**config.mk**
```make
export PLATFORM = sky130hd
export DESIGN_NAME = periodic_task_tick_scheduler
export DESIGN_NICKNAME = d
export VERILOG_FILES = /design/src/design/ptts_pkg.sv /design/src/design/periodic_task_tick_scheduler.sv /design/src/design/ptts_slot_table.sv
export SDC_FILE = /design/constraint.sdc
export NUM_CORES = 1
export LEC_CHECK = 0
export BUFFER_PORTS_ARGS = -buffer_cell sky130_fd_sc_hd__buf_4
export CORE_UTILIZATION = 45
export CTS_CLUSTER_DIAMETER = 200
export DETAILED_ROUTE_END_ITERATION = 8
export PLACE_DENSITY_LB_ADDON = 0.15
export SYNTH_ARGS = -nofsm -noshare
export SYNTH_HDL_FRONTEND = slang
export SYNTH_SLANG_ARGS = --single-unit
```
**constraint.sdc**
```tcl
create_clock -name clk -period 9.67 [get_ports clk]
set_clock_uncertainty 0.05 [all_clocks]
set_input_delay 2.901 -clock clk [delete_from_list [all_inputs] [get_ports clk]]
set_output_delay 2.901 -clock clk [all_outputs]
set_load 0.01 [all_outputs]
```
**src/design/ptts_pkg.sv**
```systemverilog
package ptts_pkg;

  localparam int TASK_SLOTS = 8;
  localparam int SLOT_W     = 3;
  localparam int CNT_W      = 4;
  localparam int TIME_W     = 16;
  localparam int OP_W       = 3;

  typedef enum logic [OP_W-1:0] {
    OP_TICK    = 3'd0,
    OP_CREATE  = 3'd1,
    OP_SUSPEND = 3'd2,
    OP_RESUME  = 3'd3,
    OP_DELETE  = 3'd4
  } op_t;

  typedef enum logic [1:0] {
    STAT_IDLE  = 2'd0,
    STAT_READY = 2'd1,
    STAT_SUSP  = 2'd2
  } status_t;

  typedef enum logic [2:0] {
    ST_IDLE,
    ST_APPLY,
    ST_SCAN,
    ST_SHIFT,
    ST_FLUSH
  } sched_state_t;

  typedef struct packed {
    logic [OP_W-1:0]   operation;
    logic [SLOT_W-1:0] slot_index;
    logic [TIME_W-1:0] period;
    logic [TIME_W-1:0] first_delay;
  } in_item_t;

  typedef struct packed {
    logic [SLOT_W-1:0] fired_slot;
    logic              last;
  } out_item_t;

  typedef struct packed {
    logic              valid;
    status_t           status;
    logic [TIME_W-1:0] period;
    logic [TIME_W-1:0] countdown;
  } slot_entry_t;

  typedef struct packed {
    logic              en;
    logic [SLOT_W-1:0] idx;
    slot_entry_t       entry;
  } tbl_wr_t;

endpackage

```
**src/design/periodic_task_tick_scheduler.sv**
```systemverilog
// tick: visits min(count, 8) slots, one slot per cycle, by a shared
//   16-bit decrementer; each fired item leaves in the cycle after the next firing
//   slot is found, the final one (last set) in the first cycle busy is low
// create, suspend, resume: pass through APPLY; delete: SHIFT moves each slot above down
// a new item is taken in the first cycle busy is low; results cannot be stalled
// synchronous active-low reset: slots invalid and idle, active count 8, no results
module periodic_task_tick_scheduler (
  input  logic                 clk,
  input  logic                 rst_n,
  input  logic                 start,
  output logic                 busy,
  input  ptts_pkg::in_item_t   in_item,
  output logic                 out_valid,
  output ptts_pkg::out_item_t  out_item
);

  localparam int CW = ptts_pkg::CNT_W;
  localparam int SW = ptts_pkg::SLOT_W;
  localparam int TW = ptts_pkg::TIME_W;

  ptts_pkg::sched_state_t state_r, state_nxt;

  ptts_pkg::in_item_t  item_r, item_nxt;
  logic [CW-1:0]       count_r, count_nxt;   // active task count
  logic [CW-1:0]       lim_r, lim_nxt;       // slots to visit, count clipped to table
  logic [CW-1:0]       ptr_r, ptr_nxt;       // slot being visited
  logic                pend_v_r, pend_v_nxt; // a fired slot waits for its last flag
  logic [SW-1:0]       pend_slot_r, pend_slot_nxt;
  logic                out_valid_r, out_valid_nxt;
  ptts_pkg::out_item_t out_item_r, out_item_nxt;

  ptts_pkg::tbl_wr_t     tbl_wr;
  logic [SW-1:0]         rd_idx;
  ptts_pkg::slot_entry_t rd_entry;

  logic          accept;
  logic          in_range;
  logic          cnt_zero;
  logic [TW-1:0] dec_opnd;
  logic [TW-1:0] dec_res;

  ptts_slot_table u_table (
    .clk      (clk),
    .rst_n    (rst_n),
    .wr       (tbl_wr),
    .rd_idx   (rd_idx),
    .rd_entry (rd_entry)
  );

  assign busy      = (state_r != ptts_pkg::ST_IDLE);
  assign accept    = start && (state_r == ptts_pkg::ST_IDLE);
  assign in_range  = (CW'(in_item.slot_index) < CW'(ptts_pkg::TASK_SLOTS));
  assign out_valid = out_valid_r;
  assign out_item  = out_item_r;

  // visited slot comes from the pointer, single-slot ops address it directly
  assign rd_idx = (state_r == ptts_pkg::ST_APPLY) ? item_r.slot_index : ptr_r[SW-1:0];

  // shared decrementer: countdown - 1, or period - 1 on a reload (wraps mod 2^16)
  assign cnt_zero = (rd_entry.countdown == '0);
  assign dec_opnd = cnt_zero ? rd_entry.period : rd_entry.countdown;
  assign dec_res  = dec_opnd - TW'(1);

  // next state
  always_comb begin
    state_nxt = state_r;
    unique case (state_r)
      ptts_pkg::ST_IDLE: begin
        if (start) begin
          if (in_item.operation == ptts_pkg::OP_TICK) begin
            state_nxt = ptts_pkg::ST_SCAN;
          end else if (in_item.operation == ptts_pkg::OP_DELETE && in_range) begin
            state_nxt = ptts_pkg::ST_SHIFT;
          end else begin
            state_nxt = ptts_pkg::ST_APPLY;
          end
        end
      end
      ptts_pkg::ST_APPLY: state_nxt = ptts_pkg::ST_IDLE;
      ptts_pkg::ST_SCAN: begin
        if (ptr_r >= lim_r) begin
          state_nxt = ptts_pkg::ST_FLUSH;
        end
      end
      ptts_pkg::ST_SHIFT: begin
        if (ptr_r >= lim_r) begin
          state_nxt = ptts_pkg::ST_IDLE;
        end
      end
      ptts_pkg::ST_FLUSH: state_nxt = ptts_pkg::ST_IDLE;
      default: state_nxt = ptts_pkg::ST_IDLE;
    endcase
  end

  // datapath and outputs
  always_comb begin
    item_nxt      = item_r;
    count_nxt     = count_r;
    lim_nxt       = lim_r;
    ptr_nxt       = ptr_r;
    pend_v_nxt    = pend_v_r;
    pend_slot_nxt = pend_slot_r;
    out_valid_nxt = 1'b0;
    out_item_nxt  = out_item_r;
    tbl_wr        = '0;
    tbl_wr.idx    = rd_idx;
    tbl_wr.entry  = rd_entry;

    unique case (state_r)
      ptts_pkg::ST_IDLE: begin
        if (accept) begin
          item_nxt   = in_item;
          pend_v_nxt = 1'b0;
          lim_nxt    = (count_r < CW'(ptts_pkg::TASK_SLOTS)) ?
                       count_r : CW'(ptts_pkg::TASK_SLOTS);
          ptr_nxt    = '0;
          if (in_item.operation == ptts_pkg::OP_DELETE && in_range) begin
            // moves start just above the deleted slot
            ptr_nxt = CW'(in_item.slot_index) + CW'(1);
            if (count_r != '0) begin
              count_nxt = count_r - CW'(1);
            end
          end
        end
      end

      ptts_pkg::ST_APPLY: begin
        if (CW'(item_r.slot_index) < CW'(ptts_pkg::TASK_SLOTS)) begin
          unique case (item_r.operation)
            ptts_pkg::OP_CREATE: begin
              tbl_wr.en              = 1'b1;
              tbl_wr.entry.valid     = 1'b1;
              tbl_wr.entry.status    = ptts_pkg::STAT_READY;
              tbl_wr.entry.period    = item_r.period;
              tbl_wr.entry.countdown = item_r.first_delay;
            end
            ptts_pkg::OP_SUSPEND: begin
              // suspends whatever the current status
              tbl_wr.en           = 1'b1;
              tbl_wr.entry.status = ptts_pkg::STAT_SUSP;
            end
            ptts_pkg::OP_RESUME: begin
              if (rd_entry.status == ptts_pkg::STAT_SUSP) begin
                tbl_wr.en           = 1'b1;
                tbl_wr.entry.status = ptts_pkg::STAT_READY;
              end
            end
            default: begin
              // unknown codes leave the table alone
            end
          endcase
        end
      end

      ptts_pkg::ST_SCAN: begin
        if (ptr_r < lim_r) begin
          if (rd_entry.valid && rd_entry.status == ptts_pkg::STAT_READY) begin
            tbl_wr.en              = 1'b1;
            tbl_wr.entry.countdown = dec_res;
            if (cnt_zero) begin
              // a newer firing proves the held one is not the last
              if (pend_v_r) begin
                out_valid_nxt           = 1'b1;
                out_item_nxt.fired_slot = pend_slot_r;
                out_item_nxt.last       = 1'b0;
              end
              pend_v_nxt    = 1'b1;
              pend_slot_nxt = ptr_r[SW-1:0];
            end
          end
          ptr_nxt = ptr_r + CW'(1);
        end
      end

      ptts_pkg::ST_SHIFT: begin
        if (ptr_r < lim_r) begin
          tbl_wr.en  = 1'b1;
          tbl_wr.idx = SW'(ptr_r - CW'(1));
          ptr_nxt    = ptr_r + CW'(1);
        end
      end

      ptts_pkg::ST_FLUSH: begin
        // held firing is the final one of this tick
        out_valid_nxt           = pend_v_r;
        out_item_nxt.fired_slot = pend_slot_r;
        out_item_nxt.last       = 1'b1;
        pend_v_nxt              = 1'b0;
      end

      default: begin
      end
    endcase
  end

  always_ff @(posedge clk) begin
    if (!rst_n) begin
      state_r     <= ptts_pkg::ST_IDLE;
      count_r     <= CW'(ptts_pkg::TASK_SLOTS);
      pend_v_r    <= 1'b0;
      out_valid_r <= 1'b0;
    end else begin
      state_r     <= state_nxt;
      count_r     <= count_nxt;
      pend_v_r    <= pend_v_nxt;
      out_valid_r <= out_valid_nxt;
    end
  end

  always_ff @(posedge clk) begin
    item_r      <= item_nxt;
    lim_r       <= lim_nxt;
    ptr_r       <= ptr_nxt;
    pend_slot_r <= pend_slot_nxt;
    out_item_r  <= out_item_nxt;
  end

endmodule

```
**src/design/ptts_slot_table.sv**
```systemverilog
module ptts_slot_table (
  input  logic                          clk,
  input  logic                          rst_n,
  input  ptts_pkg::tbl_wr_t             wr,
  input  logic [ptts_pkg::SLOT_W-1:0]   rd_idx,
  output ptts_pkg::slot_entry_t         rd_entry
);

  logic                          valid_r     [ptts_pkg::TASK_SLOTS];
  ptts_pkg::status_t             status_r    [ptts_pkg::TASK_SLOTS];
  logic [ptts_pkg::TIME_W-1:0]   period_r    [ptts_pkg::TASK_SLOTS];
  logic [ptts_pkg::TIME_W-1:0]   countdown_r [ptts_pkg::TASK_SLOTS];

  // valid and status come up cleared, timing fields only matter once created
  always_ff @(posedge clk) begin
    if (!rst_n) begin
      for (int i = 0; i < ptts_pkg::TASK_SLOTS; i++) begin
        valid_r[i]  <= 1'b0;
        status_r[i] <= ptts_pkg::STAT_IDLE;
      end
    end else if (wr.en) begin
      valid_r[wr.idx]  <= wr.entry.valid;
      status_r[wr.idx] <= wr.entry.status;
    end
  end

  always_ff @(posedge clk) begin
    if (wr.en) begin
      period_r[wr.idx]    <= wr.entry.period;
      countdown_r[wr.idx] <= wr.entry.countdown;
    end
  end

  assign rd_entry.valid     = valid_r[rd_idx];
  assign rd_entry.status    = status_r[rd_idx];
  assign rd_entry.period    = period_r[rd_idx];
  assign rd_entry.countdown = countdown_r[rd_idx];

endmodule

```
==> flow_summary.ini <==
[clocking]
cts_tree = yes
clock-root-buffer = clkbuf_16
clk_latency_ns = 0.52
htreeDepth = 2
postCtsSetupBuffers = 0
cts.repair.resized = 0
cts.clk_slew.worst_paths_ns = 0.06
numCtsBuffers = 38
cts.sinks = 342
clk_path_buf_depth = 3
cts_hold_buffers = 0

[cells_and_area]
syn_to_final_growth_pct = 12.3
final_common_cell = edfxtp_1
fin_area_um2 = 18100
register_area_um2 = 10100
final_cells = 1777
final_cell_mix = 325 x edfxtp_1, 170 x nand2_1, 75 x buf_4, 73 x nor2_1, 51 x a21oi_1
multi_input_area_um2 = 5500
nNetsFinal = 1347
antennaDiodeCount = 0
fillers = 2983
layout-drive-gt1-share = 0.149

[critical_path]
timing.rr.end = u_table.countdown_r[3][12]$_DFFE_PP_
critical-path-top-delay-family = simple AND/OR/NAND/NOR gates
r2r-start = state_r[2]$_SDFFE_PN0P_
max_stage_delay_ns = 0.87
cp-endpoint = u_table.countdown_r[3][12]$_DFFE_PP_
required_ns = 9.86
cp.depth = 17
cp_common_cell = buf_4
cp-startpoint = state_r[2]$_SDFFE_PN0P_
worstSetupStartpointType = register
r2r_cells = 17
crit_path_cell_trace = or3b_4 > buf_4 > a21o_2 > buf_4 > nor2_2 > a221oi_1 > or3b_2 > or4_1 > nor2_1 > a21oi_1 > ha_1 > nand4_1 > nor3_1 > o31a_1 > nand2_1 > or3b_1 > a31o_1
worstPathMaxFanout = 72
rrSetupSlack_ns = 2.86
critPathBufInv = 2
cp_slowest_cell = a221oi_1
worstSetupPathType = reg -> reg
cp-end-kind = register
worstPathArrival_ns = 7.00

[yosys]
synth_async_sr_flop_share = 0
yosys.area.top_type = edfxtp_1
syn-num-nets = 1318
synth_top_family_by_area = compound AO/OA/AOI/OAI gates
synth-seq-cells = 342
synthTopCellsByArea = edfxtp_1 61%, nand2_1 4.0%, mux4_2 3.9%
synth_top_area_frac = 0.606
synth_compound_area_frac = 0.131
yosysWarnings = 0
yosysSeqAreaShare = 0.628
avgSynthCellArea_um2 = 12.7
syn-cell-area_um2 = 16100
synthSimpleGateAreaFrac = 0.113
synth_cell_types = 80
synth_adder_area_share = 0.00700
synth_cells = 1268
synthXorXnorAreaFrac = 0.00707
synth_edf_count = 325
synth_mux_area_frac = 0.0783
synth_ff_type = edfxtp_1

[placed_design]
io_buffers = 46
dp_cells = 1712
dp_hpwl_um = 27000
globalplace.congestion = 0.946
dpl-instance-area_um2 = 16900

[grt]
grt_max_degree = 73
grt_first_pass_wirelength_um = 64400
grt_pass1_vias = 10433
grt.overflow.total = 0
grt_antenna_before_repair = 0
grt_usage = 0.236

[sta]
worst_pin_slew_ns = 1.28
drv_slew = 0
finalHoldViolCount = 0
max_freq_ghz = 0.147
tns_ns = 0
period_share = 0.704
min_period_ns = 6.81
holdWs_ns = 0.367
rsz0062_at_grt = false
setup_viol = 0
max_slew_margin = 0.135

[route]
viasPerCell = 6.09
wirelength_um = 42600
drt_first_pass_iters = 5
wire_per_inst_um = 24.0
drtAntennaViolNets = 0
drt_iter0_drc = 1246
drc_errors = 0
vias = 10815

[outcome]
outcome = completed

[floorplan]
start_util = 0.461
fp.dieW_um = 191
fp-row-count = 68
die_h_um = 191
dieArea_um2 = 36500
fp.coreArea_um2 = 34900
io_pins = 47

[pwr]
power_per_cell_area_nw_per_um2 = 208
p_leak_nw = 6.16
vdd_drop_max_v = 0.000145

[run]
timing.max_cap.violations = 0

[worst_hold_path]
min_path_type = reg -> reg
==> power breakdown <==
| part | leakage [nW] | internal [mW] | switching, mW | total (mW) |
|---|---|---|---|---|
| clock network | 0.567 | 0.795 | 0.565 | 1.36 |
| logic | 2.49 | 0.198 | 0.437 | 0.634 |
| registers | 3.11 | 1.74 | 0.0207 | 1.76 |
| total | 6.16 | 2.73 | 1.02 | 3.75 |
==> flip-flops by register name (all words and copies together) (netlist names) <==
name,cells
u_table.countdown_r,128
lim_r,4
out_valid,1
pend_slot_r,3
u_table.period_r,128
ptr_r,4
u_table.valid_r,8
pend_v_r,1
state_r,3
out_item,4
item_r,38
count_r,4
u_table.status_r,16
==> how the worst min path moves through the flow <==
stage / start / to / slack (ns) / depth (start not counted)
floorplan: pend_slot_r[0]$_DFFE_PP_ / out_item[1]$_DFFE_PP_ / 0.35 / 0
global placement: pend_slot_r[0]$_DFFE_PP_ / out_item[1]$_DFFE_PP_ / 0.35 / 0
detailed placement: pend_slot_r[2]$_DFFE_PP_ / out_item[3]$_DFFE_PP_ / 0.36 / 0
CTS: pend_slot_r[2]$_DFFE_PP_ / out_item[3]$_DFFE_PP_ / 0.36 / 0
global route: pend_slot_r[0]$_DFFE_PP_ / out_item[1]$_DFFE_PP_ / 0.37 / 0
finish: pend_slot_r[0]$_DFFE_PP_ / out_item[1]$_DFFE_PP_ / 0.37 / 0
==> area by class of cell <==
class | instances | area share
Clock buffer | 48 | 0.0559
Inverter | 49 | 0.0102
Multi-Input combinational cell | 791 | 0.304
Clock inverter | 17 | 0.00824
Sequential cell | 342 | 0.559
Timing Repair Buffer | 75 | 0.0312
Tap cell | 455 | 0.0315
==> routing by layer <==
layer	global-route usage	routed length (um)	share of wire	vias up
li1	-	-	-	4965
met4	0.0742	1170	0.027	0
met1	0.339	19300	0.45	5355
met3	0.0321	2470	0.058	77
met5	0	0	0	-
met2	0.373	19600	0.46	418
==> synthesized netlist by cell type (all sizes together), types with 11 or more instances <==
master / number
clkbuf: 35
nand2b: 13
a31oi: 18
and2: 14
a211oi: 41
buf: 51
nand3: 37
mux2i: 46
nor2: 78
nand2: 170
and3: 15
nor3: 21
a21oi: 54
a311oi: 11
edfxtp: 325
mux4: 28
mux2: 15
o21ai: 39
dfxtp: 17
inv: 49
a2111oi: 49
==> cells by family after synthesis <==
kind of cell	after synthesis
adders and majority gates	9
buffers and inverters	135
DFF	342
xor gates and xnor gates	13
and+or+nand+nor	389
muxes	89
AOI/OAI and AO/OA	291
==> stage by stage <==
step / power [mW] / worst slack (ns) / utilization
floorplan: 2.20 / 5.02 / -
global placement: 2.41 / 3.15 / 0.485
detailed placement: 2.42 / 2.96 / 0.485
CTS: 3.78 / 2.94 / 0.518
global route: 3.89 / 2.45 / 0.518
finish: 3.75 / 2.86 / 0.518
Power figures use the tool's default switching activity.
